`config.mk`:
```
export PLATFORM = sky130hd
export DESIGN_NAME = merged_interval_set
export DESIGN_NICKNAME = d
export VERILOG_FILES = /design/src/rtl/core/mis_pkg.sv /design/src/rtl/core/merged_interval_set.sv
export SDC_FILE = /design/constraint.sdc
export NUM_CORES = 2
export LEC_CHECK = 0
export BUFFER_PORTS_ARGS = -buffer_cell sky130_fd_sc_hd__buf_2
export CAP_MARGIN = 10
export CELL_PAD_IN_SITES_DETAIL_PLACEMENT = 1
export CELL_PAD_IN_SITES_GLOBAL_PLACEMENT = 1
export CORE_MARGIN = 4
export CORE_UTILIZATION = 48
export DETAILED_ROUTE_END_ITERATION = 12
export PLACE_DENSITY = 0.81
export SYNTH_ARGS = -nofsm -noshare
export SYNTH_HDL_FRONTEND = slang
export SYNTH_SLANG_ARGS = --single-unit
```
`constraint.sdc`:
```
create_clock -name clk -period 7.4 [get_ports clk]
set_clock_uncertainty 0.2 [all_clocks]
set_input_delay 0 -clock clk [delete_from_list [all_inputs] [get_ports clk]]
set_output_delay 0 -clock clk [all_outputs]
set_load 0.02 [all_outputs]
```
`src/rtl/core/mis_pkg.sv`:
```
// Shared types and constants for the merged interval set.
// No dependencies.
package mis_pkg;

  localparam int CAPACITY_DEF = 32;
  localparam int VAL_W        = 32;

  typedef logic signed [VAL_W-1:0] val_t;

  typedef enum logic [2:0] {
    OP_ADD    = 3'd0,
    OP_REMOVE = 3'd1,
    OP_FIND   = 3'd2,
    OP_ISECT  = 3'd3,
    OP_TEST   = 3'd4,
    OP_LIST   = 3'd5
  } op_t;

  typedef enum logic [1:0] {
    ST_OK   = 2'd0,
    ST_FULL = 2'd1,
    ST_BAD  = 2'd2
  } status_t;

  typedef enum logic [3:0] {
    S_IDLE,
    S_SCAN,
    S_PLAN,
    S_MOVE,
    S_WRPC,
    S_EMIT_RD,
    S_EMIT_WT,
    S_EMIT_HOLD,
    S_RESP
  } state_t;

  typedef struct packed {
    logic [2:0] op;
    val_t       range_low;
    val_t       range_high;
  } in_item_t;

  typedef struct packed {
    val_t       item_low;
    val_t       item_high;
    logic       item_valid;
    logic [1:0] status;
    logic       last_item;
  } out_item_t;

endpackage

```
`src/rtl/core/merged_interval_set.sv`:
```
// Merged interval set top level: sorted interval table in block memory.
// Depends on mis_pkg.
//
// One transaction at a time. Every operation except list, bad ranges and
// unused op codes first scans the stored entries, one memory read per cycle,
// then passes through the plan state. An update then shifts the tail of the
// table one entry per cycle, writes up to two new entries, and answers from
// the response state. Find, intersect and list emit their results one at a
// time, each through a read, a wait and a hold state, and hold a result while
// the output is stalled. Bad ranges and unused op codes go straight to the
// response state. The interval memory has a single read port. The table is
// empty after reset; no clearing pass is needed.
module merged_interval_set #(
  parameter int CAPACITY = mis_pkg::CAPACITY_DEF
) (
  input  logic              clk,
  input  logic              rst_n,
  input  logic              in_valid,
  output logic              in_stall,
  input  mis_pkg::in_item_t in_data,
  output logic              out_valid,
  input  logic              out_stall,
  output mis_pkg::out_item_t out_data
);
  import mis_pkg::*;

  localparam int AW = (CAPACITY > 1) ? $clog2(CAPACITY) : 1;
  localparam int CW = $clog2(CAPACITY + 1);

  // Interval memory
  val_t mem_lo [CAPACITY];
  val_t mem_hi [CAPACITY];
  val_t rd_lo_r, rd_hi_r;
  logic [AW-1:0] rd_addr, wr_addr;
  logic          wr_en;
  val_t          wr_lo, wr_hi;

  // Control state
  state_t state_r, state_nxt;
  logic [CW-1:0] count_r, count_nxt;
  logic out_vld_r, out_vld_nxt;
  logic scan_dv_r, scan_dv_nxt;
  logic mv_pend_r, mv_pend_nxt;

  // Operation registers
  logic [2:0] op_r, op_nxt;
  val_t a_r, a_nxt, b_r, b_nxt;
  logic [CW-1:0] f_r, f_nxt, e_r, e_nxt;
  logic got_f_r, got_f_nxt, got_e_r, got_e_nxt;
  val_t lowf_r, lowf_nxt, highl_r, highl_nxt;
  logic [CW-1:0] scan_ptr_r, scan_ptr_nxt, scan_q_r, scan_q_nxt;
  logic signed [CW:0] delta_r, delta_nxt;
  logic [CW-1:0] cnt_new_r, cnt_new_nxt;
  logic [CW-1:0] mv_src_r, mv_src_nxt, mv_left_r, mv_left_nxt, mv_dst_r, mv_dst_nxt;
  logic [1:0] pc_n_r, pc_n_nxt, pc_idx_r, pc_idx_nxt;
  val_t pc_lo_r [2];
  val_t pc_hi_r [2];
  val_t pc_lo_nxt [2];
  val_t pc_hi_nxt [2];
  logic resp_valid_r, resp_valid_nxt;
  logic [1:0] resp_status_r, resp_status_nxt;
  logic [CW-1:0] emit_ptr_r, emit_ptr_nxt;
  out_item_t out_r, out_nxt;

  // Shared decisions
  logic acc_in, in_bad, in_scan;
  logic scan_done, mv_done, wr_done, emit_last, out_taken;
  logic hit, add_full, rm_full, nl, nr, plan_move, plan_emit;
  logic [CW-1:0] span, tail;
  logic [1:0] n_pl;
  logic signed [CW:0] delta_pl;
  logic signed [CW+1:0] newcnt;
  logic [CW-1:0] mv_dst_w;

  assign out_taken = out_vld_r && !out_stall;
  assign in_stall  = !(state_r == S_IDLE && (!out_vld_r || !out_stall));
  assign acc_in    = in_valid && !in_stall;
  assign in_bad    = (in_data.op <= OP_TEST) && (in_data.range_low > in_data.range_high);
  assign in_scan   = in_data.op <= OP_TEST;
  assign out_valid = out_vld_r;
  assign out_data  = out_r;

  assign scan_done = (scan_ptr_r >= count_r) && !scan_dv_r;
  assign mv_done   = (mv_left_r == '0) && !mv_pend_r;
  assign wr_done   = pc_idx_r >= pc_n_r;
  assign emit_last = (CW'(emit_ptr_r + 1'b1) == e_r);

  // Plan of an update after the scan
  assign hit      = f_r != e_r;
  assign span     = e_r - f_r;
  assign tail     = count_r - e_r;
  assign add_full = !hit && (count_r >= CW'(CAPACITY));
  assign nl       = lowf_r < a_r;
  assign nr       = highl_r > b_r;
  assign n_pl     = (op_r == OP_ADD) ? 2'd1 : ({1'b0, nl} + {1'b0, nr});
  assign delta_pl = $signed({{(CW-1){1'b0}}, n_pl}) - $signed({1'b0, span});
  assign newcnt   = $signed({2'b00, count_r}) + {delta_pl[CW], delta_pl};
  assign rm_full  = hit && (newcnt > $signed((CW+2)'(CAPACITY)));
  assign plan_move = (op_r == OP_ADD && !add_full) ||
                     (op_r == OP_REMOVE && hit && !rm_full);
  assign plan_emit = hit && (op_r == OP_FIND || op_r == OP_ISECT || op_r == OP_LIST);
  assign mv_dst_w  = CW'($signed({1'b0, mv_src_r}) + delta_r);

  // Next state
  always_comb begin
    state_nxt = state_r;
    unique case (state_r)
      S_IDLE: begin
        if (acc_in) begin
          if (in_bad) state_nxt = S_RESP;
          else if (in_data.op == OP_LIST) state_nxt = S_PLAN;
          else if (in_scan) state_nxt = S_SCAN;
          else state_nxt = S_RESP;
        end
      end
      S_SCAN:      if (scan_done) state_nxt = S_PLAN;
      S_PLAN: begin
        if (plan_move) state_nxt = S_MOVE;
        else if (plan_emit) state_nxt = S_EMIT_RD;
        else state_nxt = S_RESP;
      end
      S_MOVE:      if (mv_done) state_nxt = S_WRPC;
      S_WRPC:      if (wr_done) state_nxt = S_RESP;
      S_EMIT_RD:   state_nxt = S_EMIT_WT;
      S_EMIT_WT:   state_nxt = S_EMIT_HOLD;
      S_EMIT_HOLD: begin
        if (!out_stall) state_nxt = out_r.last_item ? S_IDLE : S_EMIT_RD;
      end
      S_RESP:      state_nxt = S_IDLE;
      default:     state_nxt = S_IDLE;
    endcase
  end

  // Datapath and memory control
  always_comb begin
    count_nxt = count_r;      out_vld_nxt = out_vld_r;   scan_dv_nxt = 1'b0;
    mv_pend_nxt = 1'b0;       op_nxt = op_r;             a_nxt = a_r;
    b_nxt = b_r;              f_nxt = f_r;               e_nxt = e_r;
    got_f_nxt = got_f_r;      got_e_nxt = got_e_r;       lowf_nxt = lowf_r;
    highl_nxt = highl_r;      scan_ptr_nxt = scan_ptr_r; scan_q_nxt = scan_q_r;
    delta_nxt = delta_r;      cnt_new_nxt = cnt_new_r;   mv_src_nxt = mv_src_r;
    mv_left_nxt = mv_left_r;  mv_dst_nxt = mv_dst_r;     pc_n_nxt = pc_n_r;
    pc_idx_nxt = pc_idx_r;    pc_lo_nxt = pc_lo_r;       pc_hi_nxt = pc_hi_r;
    resp_valid_nxt = resp_valid_r;  resp_status_nxt = resp_status_r;
    emit_ptr_nxt = emit_ptr_r;      out_nxt = out_r;
    rd_addr = '0;  wr_en = 1'b0;  wr_addr = '0;  wr_lo = '0;  wr_hi = '0;

    if (out_taken) out_vld_nxt = 1'b0;

    case (state_r)
      S_IDLE: begin
        if (acc_in) begin
          op_nxt = in_data.op;  a_nxt = in_data.range_low;  b_nxt = in_data.range_high;
          f_nxt = (in_data.op == OP_LIST) ? '0 : count_r;
          e_nxt = count_r;
          got_f_nxt = 1'b0;  got_e_nxt = 1'b0;  scan_ptr_nxt = '0;
          resp_valid_nxt = 1'b0;
          resp_status_nxt = in_bad ? ST_BAD : ST_OK;
        end
      end
      // Sequential scan for the overlapping span [f, e)
      S_SCAN: begin
        rd_addr = AW'(scan_ptr_r);
        if (scan_ptr_r < count_r) begin
          scan_ptr_nxt = scan_ptr_r + 1'b1;
          scan_dv_nxt  = 1'b1;
          scan_q_nxt   = scan_ptr_r;
        end
        if (scan_dv_r) begin
          if (!got_f_r) begin
            if (rd_hi_r >= a_r) begin
              got_f_nxt = 1'b1;  f_nxt = scan_q_r;  lowf_nxt = rd_lo_r;
              if (rd_lo_r <= b_r) highl_nxt = rd_hi_r;
              else begin
                got_e_nxt = 1'b1;  e_nxt = scan_q_r;
              end
            end
          end else if (!got_e_r) begin
            if (rd_lo_r <= b_r) highl_nxt = rd_hi_r;
            else begin
              got_e_nxt = 1'b1;  e_nxt = scan_q_r;
            end
          end
        end
      end
      // Decide the update, pieces and tail shift
      S_PLAN: begin
        resp_valid_nxt = (op_r == OP_TEST) && hit;
        if (op_r == OP_ADD && add_full) resp_status_nxt = ST_FULL;
        if (op_r == OP_REMOVE && rm_full) resp_status_nxt = ST_FULL;
        delta_nxt   = delta_pl;
        cnt_new_nxt = CW'(newcnt);
        pc_n_nxt    = n_pl;
        pc_idx_nxt  = '0;
        emit_ptr_nxt = f_r;
        if (op_r == OP_ADD) begin
          pc_lo_nxt[0] = (hit && lowf_r < a_r) ? lowf_r : a_r;
          pc_hi_nxt[0] = (hit && highl_r > b_r) ? highl_r : b_r;
        end else begin
          pc_lo_nxt[0] = nl ? lowf_r : b_r + val_t'(1);
          pc_hi_nxt[0] = nl ? a_r - val_t'(1) : highl_r;
        end
        pc_lo_nxt[1] = b_r + val_t'(1);
        pc_hi_nxt[1] = highl_r;
        if (delta_pl > 0) begin
          mv_src_nxt = count_r - 1'b1;  mv_left_nxt = tail;
        end else if (delta_pl < 0) begin
          mv_src_nxt = e_r;  mv_left_nxt = tail;
        end else begin
          mv_src_nxt = e_r;  mv_left_nxt = '0;
        end
      end
      // Pipelined tail shift: read source, write destination next cycle
      S_MOVE: begin
        rd_addr = AW'(mv_src_r);
        if (mv_left_r != '0) begin
          mv_pend_nxt = 1'b1;
          mv_dst_nxt  = mv_dst_w;
          mv_left_nxt = mv_left_r - 1'b1;
          mv_src_nxt  = (delta_r > 0) ? mv_src_r - 1'b1 : mv_src_r + 1'b1;
        end
        if (mv_pend_r) begin
          wr_en = 1'b1;  wr_addr = AW'(mv_dst_r);  wr_lo = rd_lo_r;  wr_hi = rd_hi_r;
        end
      end
      // Write the new or trimmed entries at f
      S_WRPC: begin
        if (!wr_done) begin
          wr_en   = 1'b1;
          wr_addr = AW'(f_r + CW'(pc_idx_r));
          wr_lo   = pc_lo_r[pc_idx_r[0]];
          wr_hi   = pc_hi_r[pc_idx_r[0]];
          pc_idx_nxt = pc_idx_r + 1'b1;
        end else begin
          count_nxt = cnt_new_r;
        end
      end
      S_EMIT_RD: rd_addr = AW'(emit_ptr_r);
      S_EMIT_WT: begin
        out_nxt.item_low  = (op_r == OP_ISECT && rd_lo_r < a_r) ? a_r : rd_lo_r;
        out_nxt.item_high = (op_r == OP_ISECT && rd_hi_r > b_r) ? b_r : rd_hi_r;
        out_nxt.item_valid = 1'b1;
        out_nxt.status    = ST_OK;
        out_nxt.last_item = emit_last;
        out_vld_nxt = 1'b1;
      end
      S_EMIT_HOLD: begin
        if (!out_stall) emit_ptr_nxt = emit_ptr_r + 1'b1;
      end
      S_RESP: begin
        out_nxt.item_low   = '0;
        out_nxt.item_high  = '0;
        out_nxt.item_valid = resp_valid_r;
        out_nxt.status     = resp_status_r;
        out_nxt.last_item  = 1'b1;
        out_vld_nxt = 1'b1;
      end
      default: ;
    endcase
  end

  // Memory: one write and one registered read per cycle
  always_ff @(posedge clk) begin
    if (wr_en) begin
      mem_lo[wr_addr] <= wr_lo;
      mem_hi[wr_addr] <= wr_hi;
    end
    rd_lo_r <= mem_lo[rd_addr];
    rd_hi_r <= mem_hi[rd_addr];
  end

  // Control registers
  always_ff @(posedge clk) begin
    if (!rst_n) begin
      state_r   <= S_IDLE;
      count_r   <= '0;
      out_vld_r <= 1'b0;
      scan_dv_r <= 1'b0;
      mv_pend_r <= 1'b0;
    end else begin
      state_r   <= state_nxt;
      count_r   <= count_nxt;
      out_vld_r <= out_vld_nxt;
      scan_dv_r <= scan_dv_nxt;
      mv_pend_r <= mv_pend_nxt;
    end
  end

  // Payload registers
  always_ff @(posedge clk) begin
    op_r <= op_nxt;  a_r <= a_nxt;  b_r <= b_nxt;
    f_r <= f_nxt;  e_r <= e_nxt;  got_f_r <= got_f_nxt;  got_e_r <= got_e_nxt;
    lowf_r <= lowf_nxt;  highl_r <= highl_nxt;
    scan_ptr_r <= scan_ptr_nxt;  scan_q_r <= scan_q_nxt;
    delta_r <= delta_nxt;  cnt_new_r <= cnt_new_nxt;
    mv_src_r <= mv_src_nxt;  mv_left_r <= mv_left_nxt;  mv_dst_r <= mv_dst_nxt;
    pc_n_r <= pc_n_nxt;  pc_idx_r <= pc_idx_nxt;
    pc_lo_r <= pc_lo_nxt;  pc_hi_r <= pc_hi_nxt;
    resp_valid_r <= resp_valid_nxt;  resp_status_r <= resp_status_nxt;
    emit_ptr_r <= emit_ptr_nxt;  out_r <= out_nxt;
  end

endmodule

```
==> run summary <==
Register area share after synthesis -> 69.8%
Dpl cells -> 10900
Routability Congestion -> 0.951
Worst min path class -> input pin to flip-flop
Crit path arrival time -> 7.31 ns
Vias in the first global route -> 78500
Hpwl dp -> 223000 um
Fin. max-slew vios -> 0
Period utilization -> 92.2%
VDD IR max -> 0.000235 V
Pwr Total -> 0.0443 W
H-tree levels -> 5
Worst setup margin -> 0.578 ns
Clock-pin slew on the worst setup and hold paths -> 0.06 ns
Distinct cell type count after synthesis -> 79
Final hold violation count -> 0
CP Max Fanout -> 6
Pin count of the biggest net entering global routing -> 193
Worst-skew pair later-pin latency -> 0.95 ns
Synthesized area -> 107000 um^2
Leak -> 42.6 nW
Core area -> 222000 um^2
Final setup vio count -> 0
Final design area excluding fillers -> 123000 um^2
Highest metal used -> met5
Syn Inst Count -> 8169
Worst slack, placed -> 0.677 ns
Die width -> 481 um
Final Routed Wirelength -> 384000 um
DR iter-0 viols -> 10200
Antenna viol nets, final -> 0
Post-cts hold buffer count -> 143
Worst-Margin Slew -> 1.35 ns
Post-Synth XOR/XNOR Area -> 0.857%
Status -> finished clean
Clock root buffer -> clkbuf_16
EDFF count, synth -> 2443
Clk buf depth -> 4
Global-route wire length before repair -> 551000 um
Drt via density -> 6.55
CTS Sinks -> 2520
Max Fclk -> 147 MHz
Initial Util -> 48.3%
GRT Resource Usage Total -> 32.6%
Post-layout min period -> 6.82 ns
Fillcell total -> 21400
Finished Core Util -> 55.3%
Worst Setup End Kind -> flip-flop
Synth Area in Simple Gates -> 12.2%
Pwr dens -> 361 nW/um^2
Die footprint -> 231000 um^2
Post-synthesis mux area share -> 1.08%
Row count -> 173
Synth async-reset ratio -> 0%
Placed Area -> 112000 um^2
CP required -> 7.89 ns
CTS tree -> built
Total vias in the final route -> 76000
Post-synthesis compound-gate area fraction -> 10.2%
Layout area overhead -> 14.5%
TritonCTS Buffers -> 280
Synth Register Bits -> 2520
Largest family of logic cells by synthesized area -> simple AND/OR/NAND/NOR gates
Number of gates resized after CTS -> 0
DRT Pass-1 Iters -> 8
WS Path Type -> flip-flop to flip-flop
Finished Layout Cells -> 11600
Max_cap viols -> 0
Synth Net Count -> 8513
Chip height -> 481 um
Startpoint types -> flip-flop
Unrepaired setup endpoints after global routing -> false
Net count reported at finish -> 8762
Average size of a mapped cell -> 13.1 um^2
Share of layout cells above drive strength 1 -> 10.1%
Initial antenna violation count -> 25
Most common cell after layout, fill and taps aside -> edfxtp_1
Met1 WL -> 145000 um
I/O Buffers -> 140
# DRC -> 0
Most frequent cells in the layout -> 2443 x edfxtp_1, 1849 x nand2_1, 393 x a211oi_1
Wire length on met2 -> 177000 um
Most used flip-flop cell after synthesis -> edfxtp_1
Post-CTS Setup Bufs -> 0
Total I/O pin count -> 141
Slew HR -> 7.74%
Gr ovfl total -> 0
Synth Area in Adders -> 3.23%
Post-DR wirelength/cell -> 33.1 um
Routed wl met3 -> 43200 um
Syn. warnings -> 0
kinds of logic after synthesis:
| kind of cell | Yosys count |
|---|---|
| AND/OR/NAND/NOR | 2927 |
| flip-flops | 2520 |
| XOR/XNOR | 105 |
| AO/OA/AOI/OAI | 1523 |
| buffers and inverters | 705 |
| adder cells (fa/ha/maj) | 273 |
| multiplexers | 116 |
final timing paths:
kind          startpoint          endpoint  slack [ns]  cells after the start
max               a_r[2]  resp_status_r[1]        0.58                     23
min reg2reg  highl_r[25]       pc_hi_r[25]        0.27                      0
min          in_data[65]            f_r[4]        0.15                      4
max reg2reg       a_r[2]  resp_status_r[1]        0.58                     23
power breakdown:
group          total (W)  switching, W  leakage (nW)  internal, W
logic             0.0122       0.00860          15.6      0.00357
registers         0.0186       0.00110          22.7       0.0175
clock network     0.0136       0.00569          4.26      0.00790
total             0.0443        0.0154          42.6       0.0290
sequential cells by signal, indices dropped and copies added (netlist names), 6 cells and up:
register    flops
scan_q_r        6
mem_hi       1024
count_r         6
scan_ptr_r      6
highl_r        32
a_r            32
emit_ptr_r      6
pc_hi_r        64
mv_left_r       6
b_r            32
lowf_r         32
pc_lo_r        64
cnt_new_r       6
rd_lo_r        32
out_data       68
delta_r         7
rd_hi_r        32
f_r             6
e_r             6
mem_lo       1024
synth_stat cells (4+ instances only):
| library cell | instances | share of area, % |
|---|---|---|
| buf_1 | 21 | 0.073 |
| xnor2_1 | 82 | 0.67 |
| o211ai_1 | 13 | 0.091 |
| and2_1 | 24 | 0.14 |
| and4_1 | 9 | 0.073 |
| nand2b_1 | 12 | 0.070 |
| a21oi_1 | 135 | 0.63 |
| nor4_1 | 14 | 0.082 |
| a2111oi_0 | 5 | 0.041 |
| nor2_1 | 143 | 0.50 |
| or2_2 | 4 | 0.023 |
| o21ai_0 | 155 | 0.72 |
| a21o_1 | 43 | 0.30 |
| xor2_1 | 23 | 0.19 |
| o31ai_1 | 74 | 0.52 |
| fa_1 | 7 | 0.13 |
| o21bai_1 | 5 | 0.035 |
| or3_1 | 11 | 0.064 |
| nand2_1 | 1852 | 6.5 |
| nor3_1 | 73 | 0.34 |
| or4_1 | 4 | 0.028 |
| a311oi_1 | 264 | 2.2 |
| nor2b_1 | 204 | 1.2 |
| and3_1 | 267 | 1.6 |
| a221oi_1 | 18 | 0.15 |
| a211o_1 | 64 | 0.52 |
| a211oi_1 | 394 | 2.8 |
| mux2i_1 | 114 | 1.1 |
| clkbuf_1 | 356 | 1.2 |
| edfxtp_1 | 2443 | 68 |
| nand4_1 | 56 | 0.33 |
| a222oi_1 | 10 | 0.093 |
| o22ai_1 | 6 | 0.035 |
| inv_1 | 178 | 0.62 |
| dfxtp_1 | 77 | 1.4 |
| buf_4 | 13 | 0.091 |
| buf_2 | 135 | 0.63 |
| a221o_1 | 39 | 0.36 |
| nand3_1 | 232 | 1.1 |
| o21a_1 | 9 | 0.063 |
| ha_1 | 266 | 3.1 |
| a31oi_1 | 258 | 1.5 |
| nand3b_1 | 4 | 0.028 |
critical path, stage by stage, from the launching register on:
cell      delay, ns
edfxtp_1       0.49
inv_1          0.23
ha_1           0.28
a21oi_1        0.14
o21ai_0        0.12
a41oi_1        0.35
a21oi_1        0.22
or4_1          0.64
mux2_2         0.29
inv_2          0.05
ha_1           0.27
nor2_1         0.07
ha_1           0.25
fa_1           0.45
xor2_1         0.30
ha_1           0.34
a21o_1         0.18
a21oi_1        0.22
xnor2_1        0.12
o311ai_0       0.59
a21oi_1        0.14
mux2i_1        0.28
o21ai_0        0.14
and2_1         0.19
layout make-up:
| cell class | instances | area (um^2) | area share [%] |
|---|---|---|---|
| clock buffer | 369 | 7670 | 6.24 |
| tap | 2975 | 3720 | 3.03 |
| timing repair buffer | 493 | 4590 | 3.73 |
| clock inverter | 112 | 1020 | 0.828 |
| antenna | 15 | 37.5 | 0.0305 |
| inverter | 179 | 677 | 0.551 |
| sequential | 2520 | 74900 | 60.9 |
| multi-input combinational | 4944 | 30300 | 24.7 |
per-stage QoR:
stage / TNS (ns) / hold slack, ns
finish: 0 / 0.151
global route: 0 / 0.107
CTS: 0 / 0.0711
detailed placement: 0 / 0.0173
global placement: 0 / 0.0170
floorplan: -116.70 / -0.101
per-layer routing:
metal	vias to the layer above	global-route usage, %
met3	1042	8.37
li1	31400	-
met2	4818	51.2
met4	10	14.1
met5	-	0
met1	38800	43.2
No activity file was read; power rests on OpenSTA's default activity.
